--- src/bclt_pkg.sv ---
// Shared types, character codes and helpers for the bracket config text lexer.
// No dependencies; imported by every module of the block.
package bclt_pkg;

    localparam int DEF_COUNT_BITS = 16;
    localparam int Q_DEPTH        = 4;
    localparam int Q_PTR_BITS     = $clog2(Q_DEPTH);
    localparam int Q_CNT_BITS     = $clog2(Q_DEPTH + 1);
    localparam int N_SLOTS        = 3;

    localparam logic [7:0] CH_LF    = 8'h0A;
    localparam logic [7:0] CH_TAB   = 8'h09;
    localparam logic [7:0] CH_CR    = 8'h0D;
    localparam logic [7:0] CH_SP    = 8'h20;
    localparam logic [7:0] CH_QUOTE = 8'h22;
    localparam logic [7:0] CH_COMMA = 8'h2C;
    localparam logic [7:0] CH_LSQ   = 8'h5B;
    localparam logic [7:0] CH_RSQ   = 8'h5D;
    localparam logic [7:0] CH_US    = 8'h5F;

    typedef enum logic [2:0] {
        KIND_LSQ   = 3'd0,
        KIND_RSQ   = 3'd1,
        KIND_COMMA = 3'd2,
        KIND_STR   = 3'd3,
        KIND_IDENT = 3'd4,
        KIND_INT   = 3'd5,
        KIND_END   = 3'd6,
        KIND_ERR   = 3'd7
    } t_kind;

    typedef enum logic [3:0] {
        MODE_IDLE  = 4'b0001,
        MODE_INT   = 4'b0010,
        MODE_IDENT = 4'b0100,
        MODE_STR   = 4'b1000
    } t_mode;

    typedef struct packed {
        t_kind       kind;
        logic [15:0] start;
        logic [15:0] len;
        logic [15:0] line;
        logic [15:0] col;
        logic [7:0]  bad;
        logic        done;
    } t_result;

    // slot 0: flushed pending token, slot 1: immediate token, error or
    // final flush, slot 2: end token
    typedef struct packed {
        logic [N_SLOTS-1:0] mask;
        t_result [N_SLOTS-1:0] slot;
    } t_bundle;

    typedef struct packed {
        logic full;
        logic empty;
    } t_qstat;

    function automatic logic is_digit(input logic [7:0] b);
        return (b >= 8'h30) && (b <= 8'h39);
    endfunction

    function automatic logic is_alpha(input logic [7:0] b);
        return ((b >= 8'h61) && (b <= 8'h7A)) || ((b >= 8'h41) && (b <= 8'h5A))
               || (b == CH_US);
    endfunction

endpackage

--- src/bracket_config_text_lexer_unit.sv ---
// Top level of the bracket config text lexer: front end, bundle queue, back end.
// Depends on bclt_pkg, bclt_front, bclt_queue and bclt_back.
//
// Input stream: one text byte per word on s_axis_tdata, s_axis_tlast marks the
// final byte of a text. Output stream: one token per word; token kind on
// m_axis_tuser, m_axis_tlast set on the end token or the error token.
// Each byte is classified in the cycle it is taken; its results (up to three:
// a finished pending token, a punctuation or error token, and the end token on
// the final byte) go into a four-entry bundle queue as one entry.
// With the queue empty, the results of a byte are written into the queue at the
// edge that takes the byte, and the first is then loaded into the output register.
// Throughput: one byte per cycle while each byte yields at most one result and
// the receiver keeps up; a byte with several results sends them in turn from the
// output register, and the queue absorbs such bursts until it fills, then
// s_axis_tready drops. A stalled receiver keeps the output word steady; the
// front keeps taking bytes until the queue is full.
// Reset (synchronous, active low) clears lexer state, the queue and the output
// valid. The final byte of each text also returns the lexer to its reset state.
module bracket_config_text_lexer_unit
    import bclt_pkg::*;
#(
    parameter int COUNT_BITS = DEF_COUNT_BITS
) (
    input  logic        i_clk,
    input  logic        i_rst_n,
    input  logic        s_axis_tvalid,
    output logic        s_axis_tready,
    input  logic [7:0]  s_axis_tdata,  // data_byte
    input  logic        s_axis_tlast,  // final_byte
    output logic        m_axis_tvalid,
    input  logic        m_axis_tready,
    output logic [71:0] m_axis_tdata,  // start_offset, token_length, line_number,
                                       // column_number, bad_byte
    output logic [2:0]  m_axis_tuser,  // token_kind
    output logic        m_axis_tlast   // stream_done
);

    logic    accept;
    logic    push;
    logic    pop;
    t_bundle push_bundle;
    t_bundle head;
    t_qstat  qstat;
    t_result result;

    assign s_axis_tready = !qstat.full;
    assign accept        = s_axis_tvalid && s_axis_tready;

    bclt_front #(
        .COUNT_BITS (COUNT_BITS)
    ) u_front (
        .i_clk    (i_clk),
        .i_rst_n  (i_rst_n),
        .i_accept (accept),
        .i_byte   (s_axis_tdata),
        .i_last   (s_axis_tlast),
        .o_push   (push),
        .o_bundle (push_bundle)
    );

    bclt_queue u_queue (
        .i_clk    (i_clk),
        .i_rst_n  (i_rst_n),
        .i_push   (push),
        .i_bundle (push_bundle),
        .i_pop    (pop),
        .o_head   (head),
        .o_stat   (qstat)
    );

    bclt_back u_back (
        .i_clk    (i_clk),
        .i_rst_n  (i_rst_n),
        .i_head   (head),
        .i_stat   (qstat),
        .o_pop    (pop),
        .i_ready  (m_axis_tready),
        .o_valid  (m_axis_tvalid),
        .o_result (result)
    );

    assign m_axis_tdata = {result.bad, result.col, result.line, result.len, result.start};
    assign m_axis_tuser = result.kind;
    assign m_axis_tlast = result.done;

endmodule

--- src/bclt_front.sv ---
// Front end: accepts text bytes, tracks lexer state and positions, and builds
// a bundle of up to three results per byte. Depends on bclt_pkg.
module bclt_front
    import bclt_pkg::*;
#(
    parameter int COUNT_BITS = DEF_COUNT_BITS
) (
    input  logic       i_clk,
    input  logic       i_rst_n,
    input  logic       i_accept,
    input  logic [7:0] i_byte,
    input  logic       i_last,
    output logic       o_push,
    output t_bundle    o_bundle
);

    localparam int CW = COUNT_BITS;

    function automatic logic [CW-1:0] sat_inc(input logic [CW-1:0] v);
        return (&v) ? v : v + 1'b1;
    endfunction

    function automatic logic [15:0] to16(input logic [CW-1:0] v);
        logic [CW+15:0] e;
        e = {16'b0, v};
        return e[15:0];
    endfunction

    function automatic t_result mk(input t_kind k, input logic [CW-1:0] st,
                                   input logic [CW-1:0] ln, input logic [CW-1:0] li,
                                   input logic [CW-1:0] co, input logic [7:0] bd,
                                   input logic dn);
        t_result r;
        r.kind  = k;
        r.start = to16(st);
        r.len   = to16(ln);
        r.line  = to16(li);
        r.col   = to16(co);
        r.bad   = bd;
        r.done  = dn;
        return r;
    endfunction

    function automatic t_kind mode_kind(input t_mode m);
        case (m)
            MODE_INT:   return KIND_INT;
            MODE_IDENT: return KIND_IDENT;
            default:    return KIND_STR;
        endcase
    endfunction

    t_mode          r_mode, n_mode;
    logic [CW-1:0]  r_pos, n_pos;
    logic [CW-1:0]  r_pstart, n_pstart;
    logic [CW-1:0]  r_plen, n_plen;
    logic [CW-1:0]  r_pline, n_pline;
    logic [CW-1:0]  r_pcol, n_pcol;
    logic [CW-1:0]  r_line, n_line;
    logic [CW-1:0]  r_col, n_col;
    logic           r_err, n_err;

    logic    consumed;
    logic    newline;
    logic    is_err;
    logic    digit;
    logic    alpha;
    t_bundle bundle;

    always_comb begin
        n_mode   = r_mode;
        n_pos    = r_pos;
        n_pstart = r_pstart;
        n_plen   = r_plen;
        n_pline  = r_pline;
        n_pcol   = r_pcol;
        n_line   = r_line;
        n_col    = r_col;
        n_err    = r_err;
        consumed = 1'b0;
        newline  = 1'b0;
        is_err   = 1'b0;
        digit    = is_digit(i_byte);
        alpha    = is_alpha(i_byte);
        bundle   = '0;

        if (!r_err) begin
            case (r_mode)
                MODE_STR: begin
                    consumed = 1'b1;
                    if (i_byte == CH_QUOTE) begin
                        bundle.mask[0] = 1'b1;
                        n_mode         = MODE_IDLE;
                    end else begin
                        n_plen = sat_inc(r_plen);
                    end
                end
                MODE_INT: begin
                    if (digit) begin
                        consumed = 1'b1;
                        n_plen   = sat_inc(r_plen);
                    end else begin
                        bundle.mask[0] = 1'b1;
                        n_mode         = MODE_IDLE;
                    end
                end
                MODE_IDENT: begin
                    if (digit || alpha) begin
                        consumed = 1'b1;
                        n_plen   = sat_inc(r_plen);
                    end else begin
                        bundle.mask[0] = 1'b1;
                        n_mode         = MODE_IDLE;
                    end
                end
                default: ;
            endcase
            bundle.slot[0] = mk(mode_kind(r_mode), r_pstart, r_plen, r_pline, r_pcol,
                                8'h00, 1'b0);

            if (!consumed) begin
                if (digit || alpha || (i_byte == CH_QUOTE)) begin
                    n_mode   = digit ? MODE_INT : (alpha ? MODE_IDENT : MODE_STR);
                    n_pstart = digit || alpha ? r_pos : sat_inc(r_pos);
                    n_plen   = digit || alpha ? CW'(1) : CW'(0);
                    n_pline  = r_line;
                    n_pcol   = r_col;
                end else if ((i_byte == CH_LSQ) || (i_byte == CH_RSQ) ||
                             (i_byte == CH_COMMA)) begin
                    bundle.mask[1] = 1'b1;
                    bundle.slot[1] = mk((i_byte == CH_LSQ) ? KIND_LSQ :
                                        (i_byte == CH_RSQ) ? KIND_RSQ : KIND_COMMA,
                                        r_pos, CW'(1), r_line, r_col, 8'h00, 1'b0);
                end else if ((i_byte == CH_SP) || (i_byte == CH_TAB) ||
                             (i_byte == CH_CR)) begin
                    // separator only
                end else if (i_byte == CH_LF) begin
                    newline = 1'b1;
                end else begin
                    is_err         = 1'b1;
                    bundle.mask[1] = 1'b1;
                    bundle.slot[1] = mk(KIND_ERR, r_pos, CW'(1), r_line, r_col,
                                        i_byte, 1'b1);
                    n_err          = 1'b1;
                    n_mode         = MODE_IDLE;
                end
            end

            if (!is_err) begin
                n_pos = sat_inc(r_pos);
                if (newline) begin
                    n_line = sat_inc(r_line);
                    n_col  = CW'(1);
                end else begin
                    n_col = sat_inc(r_col);
                end
                if (i_last) begin
                    // a token still open at the final byte is flushed before END
                    if (n_mode != MODE_IDLE) begin
                        bundle.mask[1] = 1'b1;
                        bundle.slot[1] = mk(mode_kind(n_mode), n_pstart, n_plen,
                                            n_pline, n_pcol, 8'h00, 1'b0);
                    end
                    bundle.mask[2] = 1'b1;
                    bundle.slot[2] = mk(KIND_END, n_pos, CW'(0), n_line, r_col,
                                        8'h00, 1'b1);
                end
            end
        end
    end

    assign o_push   = i_accept && (bundle.mask != '0);
    assign o_bundle = bundle;

    always_ff @(posedge i_clk) begin
        if (!i_rst_n || (i_accept && i_last)) begin
            r_mode   <= MODE_IDLE;
            r_pos    <= '0;
            r_pstart <= '0;
            r_plen   <= '0;
            r_pline  <= CW'(1);
            r_pcol   <= CW'(1);
            r_line   <= CW'(1);
            r_col    <= CW'(1);
            r_err    <= 1'b0;
        end else if (i_accept) begin
            r_mode   <= n_mode;
            r_pos    <= n_pos;
            r_pstart <= n_pstart;
            r_plen   <= n_plen;
            r_pline  <= n_pline;
            r_pcol   <= n_pcol;
            r_line   <= n_line;
            r_col    <= n_col;
            r_err    <= n_err;
        end
    end

endmodule

--- src/bclt_queue.sv ---
// Short bundle queue between the front end and the result sequencer.
// Depends on bclt_pkg.
module bclt_queue
    import bclt_pkg::*;
(
    input  logic    i_clk,
    input  logic    i_rst_n,
    input  logic    i_push,
    input  t_bundle i_bundle,
    input  logic    i_pop,
    output t_bundle o_head,
    output t_qstat  o_stat
);

    t_bundle                r_mem [Q_DEPTH];
    logic [Q_PTR_BITS-1:0]  r_wr_ptr;
    logic [Q_PTR_BITS-1:0]  r_rd_ptr;
    logic [Q_CNT_BITS-1:0]  r_count;

    assign o_stat.full  = (r_count == Q_CNT_BITS'(Q_DEPTH));
    assign o_stat.empty = (r_count == '0);
    assign o_head       = r_mem[r_rd_ptr];

    always_ff @(posedge i_clk) begin
        if (i_push) begin
            r_mem[r_wr_ptr] <= i_bundle;
        end
    end

    always_ff @(posedge i_clk) begin
        if (!i_rst_n) begin
            r_wr_ptr <= '0;
            r_rd_ptr <= '0;
            r_count  <= '0;
        end else begin
            if (i_push) begin
                r_wr_ptr <= r_wr_ptr + 1'b1;
            end
            if (i_pop) begin
                r_rd_ptr <= r_rd_ptr + 1'b1;
            end
            case ({i_push, i_pop})
                2'b10:   r_count <= r_count + 1'b1;
                2'b01:   r_count <= r_count - 1'b1;
                default: r_count <= r_count;
            endcase
        end
    end

endmodule

--- src/bclt_back.sv ---
// Back end: walks the valid slots of the head bundle in order and drives the
// registered result stream. Depends on bclt_pkg.
module bclt_back
    import bclt_pkg::*;
(
    input  logic    i_clk,
    input  logic    i_rst_n,
    input  t_bundle i_head,
    input  t_qstat  i_stat,
    output logic    o_pop,
    input  logic    i_ready,
    output logic    o_valid,
    output t_result o_result
);

    logic [1:0]         r_slot;
    logic               r_valid;
    t_result            r_out;
    logic [N_SLOTS-1:0] avail;
    logic [1:0]         pick;
    logic               more;
    logic               load;

    always_comb begin
        for (int i = 0; i < N_SLOTS; i++) begin
            avail[i] = i_head.mask[i] && (2'(i) >= r_slot);
        end
        if (avail[0]) begin
            pick = 2'd0;
        end else if (avail[1]) begin
            pick = 2'd1;
        end else begin
            pick = 2'd2;
        end
        case (pick)
            2'd0:    more = avail[1] || avail[2];
            2'd1:    more = avail[2];
            default: more = 1'b0;
        endcase
    end

    assign load     = !i_stat.empty && (!r_valid || i_ready);
    assign o_pop    = load && !more;
    assign o_valid  = r_valid;
    assign o_result = r_out;

    always_ff @(posedge i_clk) begin
        if (load) begin
            r_out <= i_head.slot[pick];
        end
    end

    always_ff @(posedge i_clk) begin
        if (!i_rst_n) begin
            r_valid <= 1'b0;
            r_slot  <= '0;
        end else if (load) begin
            r_valid <= 1'b1;
            r_slot  <= more ? pick + 2'd1 : 2'd0;
        end else if (i_ready) begin
            r_valid <= 1'b0;
        end
    end

endmodule

--- config.mk ---
export PLATFORM = sky130hd
export DESIGN_NAME = bracket_config_text_lexer_unit
export DESIGN_NICKNAME = d
export VERILOG_FILES = /design/src/bclt_pkg.sv /design/src/bracket_config_text_lexer_unit.sv /design/src/bclt_front.sv /design/src/bclt_queue.sv /design/src/bclt_back.sv
export SDC_FILE = /design/constraint.sdc
export NUM_CORES = 1
export LEC_CHECK = 0
export BUFFER_PORTS_ARGS = -buffer_cell sky130_fd_sc_hd__buf_2
export CAP_MARGIN = 20
export CORE_ASPECT_RATIO = 0.8
export CORE_MARGIN = 2
export CORE_UTILIZATION = 42
export CTS_BUF_LIST = sky130_fd_sc_hd__clkbuf_8
export CTS_CLUSTER_SIZE = 8
export DETAILED_ROUTE_END_ITERATION = 10
export PLACE_DENSITY = 0.59
export RECOVER_POWER = 100
export REMOVE_ABC_BUFFERS = 1
export SKIP_LAST_GASP = 1
export SYNTH_ARGS = -nofsm -noshare
export SYNTH_HDL_FRONTEND = slang
export SYNTH_SLANG_ARGS = --single-unit
--- constraint.sdc ---
create_clock -name i_clk -period 11.7 [get_ports i_clk]
set_input_delay 2.34 -clock i_clk [delete_from_list [all_inputs] [get_ports i_clk]]
set_output_delay 2.34 -clock i_clk [all_outputs]
set_load 0.01 [all_outputs]
# Yosys cells after proc, flatten, opt, wreduce, memory -nomap -nowiden
# Memories as Yosys holds them, arrays and structs flattened. A register that Yosys moved wholly into a read port is not among the register bits.
# Index checks and enable logic that the tools add are counted.
# totals
mem_bits_rw	924
memories	1
ff_bits	203
# memory_table
memory	words	word_bits	read_ports	rd_ports_with_merged_regs	write_ports	line_no	text
u_queue.r_mem	4	231	1	1	1	bclt_queue.sv:15	t_bundle r_mem [Q_DEPTH];
# classes
addsub	9
reduce_logical	39
n_bitwise	2
n_eq_ne	20
magnitude_cmp	10
n_mux	85
# ops
operator	n
two-way mux 76 bit	7
two-way mux 152 bit	2
two-way mux 16 bit	18
two-way mux 231 bit	1
binary-select mux 76 bit (select 2 bit)	1
adder 16 x 1 -> 16 bit (second input constant)	4
AND reduction 16 bit	4
one-hot mux 16 bit (3 select lines)	1
two-way mux 4 bit	11
two-way mux 1 bit	28
== test 8 x 4 -> 1 bit (second input constant)	3
== test 8 x 6 -> 1 bit (second input constant)	3
== test 8 x 7 -> 1 bit (second input constant)	3
one-hot mux 3 bit (2 select lines)	3
greater-or-equal comparator 8 x 7 -> 1 bit (second input constant)	2
less-or-equal comparator 8 x 7 -> 1 bit (second input constant)	2
two-way mux 2 bit	8
one-hot mux 4 bit (3 select lines)	1
logical AND 1 bit	11
logical OR 1 bit	11
== test 4 x 2 -> 1 bit (second input constant)	2
== test 4 x 3 -> 1 bit (second input constant)	2
greater-or-equal comparator 8 x 6 -> 1 bit (second input constant)	1
less-or-equal comparator 8 x 6 -> 1 bit (second input constant)	1
24 further kinds	35

# Longest topological paths before layout
# logic_depth
ltp_word	23
depth_mapped	15
ltp_nobuf	14

# Hierarchy
# Synthesis repeated with hierarchy kept, for this count alone.
# unflattened
hier_cells	2853
area_unflattened_um2	46149.3
# by_module_without_submodules
module	instances	cells_per_inst	area_per_inst_um2
bclt_queue	1	1253	33791.2
bclt_front	1	1236	8540.7
bclt_back	1	362	3807.4
bracket_config_text_lexer_unit	1	2	10.0

# Least setup slack after synthesis
# Ideal clock, no wire load.
# synth_path
path_kind	input port to flip-flop
startpoint	input s_axis_tdata[4]
endpoint	memory u_queue.r_mem[0][100] in the netlist's numbering (enable)
t_arrival_ns	8.753
n_path_buf	1
setup_time_ns	0.578
stages	9
setup_slack_ns	2.369
cell_sequence	buf_2 > nor4_4 > a21oi_1 > a21oi_2 > nand3_1 > nor2_2 > o21ai_0 > a21oi_1 > and2_1
# synth_via
elab_chain_len	22
# synth_lines
item	line_no	text
start: declaration	bracket_config_text_lexer_unit.sv:28	input logic [7:0] s_axis_tdata,
greater-or-equal comparator 8 x 7 -> 1 bit or less-or-equal comparator 8 x 7 -> 1 bit (tied branches)	bclt_pkg.sv:66	return ((b >= 8'h61) && (b <= 8'h7A)) || ((b >= 8'h41) && (b <= 8'h5A))
logical AND 1 bit	bclt_pkg.sv:66	
logical OR 1 bit	bclt_pkg.sv:66	
logical OR 1 bit	bclt_pkg.sv:67	|| (b == CH_US);
logical OR 1 bit	bclt_front.sv:107, bclt_front.sv:121	
two-way mux 4 bit	bclt_front.sv:107	if (digit || alpha) begin
one-hot mux 4 bit (3 select lines)	bclt_front.sv:87	case (r_mode)
two-way mux 4 bit	bclt_front.sv:136	end else if (i_byte == CH_LF) begin
[... 6 more ...]	--	
two-way mux 1 bit	bclt_front.sv:158	if (n_mode != MODE_IDLE) begin
two-way mux 2 bit	bclt_front.sv:156	if (i_last) begin
two-way mux 2 bit	bclt_front.sv:148	if (!is_err) begin
two-way mux 231 bit (*)	bclt_front.sv:86	if (!r_err) begin
nonzero test 3 bit (*)	bclt_front.sv:171	assign o_push = i_accept && (bundle.mask != '0);
logical AND 1 bit (*)	bclt_front.sv:171	
two-way mux 1 bit (*)	bclt_queue.sv:25	if (i_push) begin
two-way mux 1 bit (not written as such) (*)	bclt_queue.sv:26	r_mem[r_wr_ptr] <= i_bundle;
end: declaration	bclt_queue.sv:15	
# Mark *: on every way between the ends. The rest lies on a longest branch, timed or not. The select of a mux whose other input is x is not followed.

# Worst setup path in the final report
# layout_path
startpoint	input s_axis_tdata[4]
endpoint	memory u_queue.r_mem[0][102] in the netlist's numbering (enable)
# The elaborated chain is that of the path after synthesis.

==> impl_summary.md <==
Run status
The flow ran to the end, but the final reports show violations. The checks that failed: capacitance limit, slew limit.

CTS
Once the clock tree was built, the resizer swapped 0 gates to a different size. The post-CTS setup buffer count is 0. In this run the clock root is driven by a clkbuf_8.

The clock network latency to the later pin of the worst-skew pair is 810 ps. For this design, the sink count on the clock tree is 981. After clock tree synthesis, the clock-pin slew on the worst setup and hold paths is 50 ps. Counting the buffers created by CTS gives 156. No sink is reached through more buffers than the 3 on the longest clock path.

The number of hold buffers added after CTS was 0. The TritonCTS clock tree is yes. The clock tree synthesis step divided the H-tree into 4 levels.

Synthesis
A synthesized cell averages 15.59 um^2. In this run, synthesis inferred 852 flip-flops with an integrated enable. The combinational family with the most area after synthesis is multiplexers.

Of all flip-flops after synthesis, the portion carrying an async set or reset was 0. Synthesis produced 2563 cells. The sequential area share after synthesis is 0.7050.

The synthesized-area fraction occupied by adder cells is 0.003633. The synthesis warning total is 0. The biggest area consumer among synthesized cells is edfxtp_1. The area fraction in compound gates after synthesis was 0.06498. The commonest cells after synthesis are edfxtp_1, nand2_1, nor2_1. The post-synthesis xor/xnor area fraction is 0.01666. In this run, synthesis produced a sequential element count of 981. Of the post-synthesis cell area, the dominant cell type holds 0.6404. Of the total synthesized cell area, the portion taken by AND, OR, NAND and NOR gates is 0.08534.

The proportion of synthesized area in mux cells is 0.1061. By area the synthesized netlist is led by edfxtp_1, mux4_2, dfxtp_1. The cell area that synthesis handed to floorplanning was 39950 um^2.

Yosys mapped the design onto 77 distinct sky130hd cell types. The most frequently used cell type in the post-synthesis netlist is edfxtp_1. The most used flip-flop cell after synthesis is edfxtp_1.

Timing
The minimum clock period is 8954 ps. The worst hold slack across all endpoints is 468.2 ps. The max-slew violation count is 763. The final period utilization is 0.7653.

The worst relative slew slack is -1.790. The number of hold violations in the final report is 0. The number of endpoints failing setup at the final stage is 0. At the pin with the least slew margin, the transition time is 4185 ps. The highest clock frequency the design can meet is 0.1117 GHz. Setup total negative slack on the finished layout was measured at 0 ps. Setup repair after global routing left no endpoint under its margin. The clock tree skew after final layout is 33.70 ps.

Final layout
The number of nets in the layout is 2705. The area growth from synthesis to layout is 11.05%. The share of final-layout standard cells stronger than drive strength 1 is 0.1519.

Setup path
The endpoint identified for the worst register-to-register timing path is u_queue.r_count[2]. Measured in cells, the most critical reg-to-reg path has a length of 13. The critical path is of the input port to flip-flop type.

In this run the register-to-register setup slack is 3370 ps. STA classifies the critical path startpoint as an input port. The worst path arrival time is 9310 ps. The maximum fanout along the worst path is 37.

STA classifies the critical path endpoint as a flip-flop. STA puts the critical path data required time at 12050 ps.

Routing
Once detail routing completed, the nets flagged for antenna violations numbered 0. The detailed router finished its first iteration with 2216 violations. The number of design rule violations left after detail routing is 0. For this block, the via count after detailed routing is 22803. Using the TritonRoute via totals, the vias-per-cell ratio works out to 5.633.

The routed design has 94.17 mm of wire. The first-pass iteration count of the detailed router is 5. After detailed routing, the average wire length per cell comes to 23.26 um.

Job
Across the run, the number of max-cap violations was 19.

Worst hold path
The hold path startpoint is u_front.r_pline[2]. The worst hold path belongs to the class flip-flop to flip-flop. The path with the worst hold slack has its endpoint at u_front.r_pline[2].

The worst hold path depth is 2.

Floorplan
The core region is 94530 um^2. The initialized floorplan defines 101 standard-cell rows. The die is 348.8 um wide. The vertical die dimension is 279.9 um. The die area is 97620 um^2. The top-level I/O count is 91. The initial utilization of the core area, before any placement, comes to 0.4227.

Pwr
For this design the static power due to leakage is 14.41 nW. In this run the power density over the cells is 206.2 nW/um^2. VDD sags by at most 0.2409 mV.

GRT
After global routing the overflow that remains totals 0. The maximum number of pins on one net before global-route repair is 132. The via count of the first global-routing pass is 23350.

The first global-routing pass estimated 142.3 mm of wire. In the global route stage, overall resource usage came out at 0.1938. The initial antenna violation count came to 3.

Placed design
The final weighted congestion in routability-driven placement is 0.8432. The count of port buffers added during placement is 90. The wire-length estimate of the detail-placed layout is 51.70 mm.
[routing by layer]
layer | track usage | vias to the layer above | wire, um
li1 | - | 10168 | -
met1 | 0.2680 | 11753 | 42020
met2 | 0.3157 | 742 | 45230
met3 | 0.03526 | 140 | 5410
met4 | 0.05449 | 0 | 1506
met5 | 0 | - | 0
[flip-flops by register name (all words and copies together), names as in the netlist, named ones only]
signal	count
u_queue.r_mem	776
u_back.o_result	76
u_front.r_col	16
u_front.r_line	16
u_front.r_pcol	16
u_front.r_plen	16
u_front.r_pline	16
u_front.r_pos	16
u_front.r_pstart	16
u_front.r_mode	4
u_queue.r_count	3
u_back.r_slot	2
u_queue.r_rd_ptr	2
u_queue.r_wr_ptr	2
u_back.o_valid	1
u_front.r_err	1
[cell type report]
cell class                      instances  area [um^2]
Antenna cell                            1        2.502
Clock buffer                          168         2312
Clock inverter                        120        565.5
Fill cell                            8198        50160
Inverter                               20        75.07
Multi-Input combinational cell       1395        11090
Sequential cell                       981        28170
Tap cell                             1236         1546
Timing Repair Buffer                  127        601.8
[layout by cell type, fill, tap and decap left out, types with 32 or more instances in the layout]
cell,count
a22o_1,41
mux4_2,173
clkbuf_1,95
nand3_1,42
mux2i_1,33
o21ai_0,74
nor2_1,185
nand2_1,251
clkbuf_8,168
xor2_1,38
and2_0,35
edfxtp_1,852
dfxtp_1,128
xnor2_1,38
inv_1,102
a21oi_1,100
a31oi_1,32
nor2b_1,70
[kinds of logic after synthesis]
kind of cell,count (synthesis)
flip-flops,981
AND/OR/NAND/NOR,717
AO/OA/AOI/OAI,384
multiplexers,207
buffers and inverters,187
XOR/XNOR,76
adder cells (fa/ha/maj),11
[worst max-delay path by stage]
stage / from / end / slack [ps] / cells past startpoint
final: s_axis_tdata[4] / u_queue.r_mem[0][102] / 2750 / 10
after global routing: s_axis_tdata[4] / u_queue.r_mem[0][26] / 2230 / 10
after CTS: s_axis_tdata[4] / u_queue.r_mem[3][121] / 4610 / 10
after detailed placement: s_axis_tdata[4] / u_queue.r_mem[3][49] / 3750 / 10
after global placement: s_axis_tdata[4] / u_queue.r_mem[3][123] / 3890 / 10
after floorplan: flip-flop / u_queue.r_count[2] / -5720 / 12
[stage by stage]
stage	utilization	setup WS [ps]	power [mW]	std cells	instance area [um^2]
floorplan	-	-5721	6.007	2396	39300
global placement	0.4413	3891	6.584	3758	41710
detailed placement	0.4413	3751	6.611	3758	41710
CTS	0.4717	4608	9.311	4046	44590
global route	0.4693	2228	9.593	4048	44370
finish	0.4693	2746	9.146	4048	44370
[report_power, final]
part | internal (mW) | switching (mW)
registers | 4.31 | 0.130
clock network | 1.34 | 1.34
logic | 0.710 | 1.32
total | 6.36 | 2.79
[worst max-delay path: stages]
cell,delay [ps]
clkbuf_1,190
nor4_1,710
a21oi_1,250
a21oi_1,1220
nand3_1,480
nor2_1,850
o21ai_0,190
a21oi_1,630
and2_4,630
clkbuf_1,1750
(Power assumes the default switching activity.)
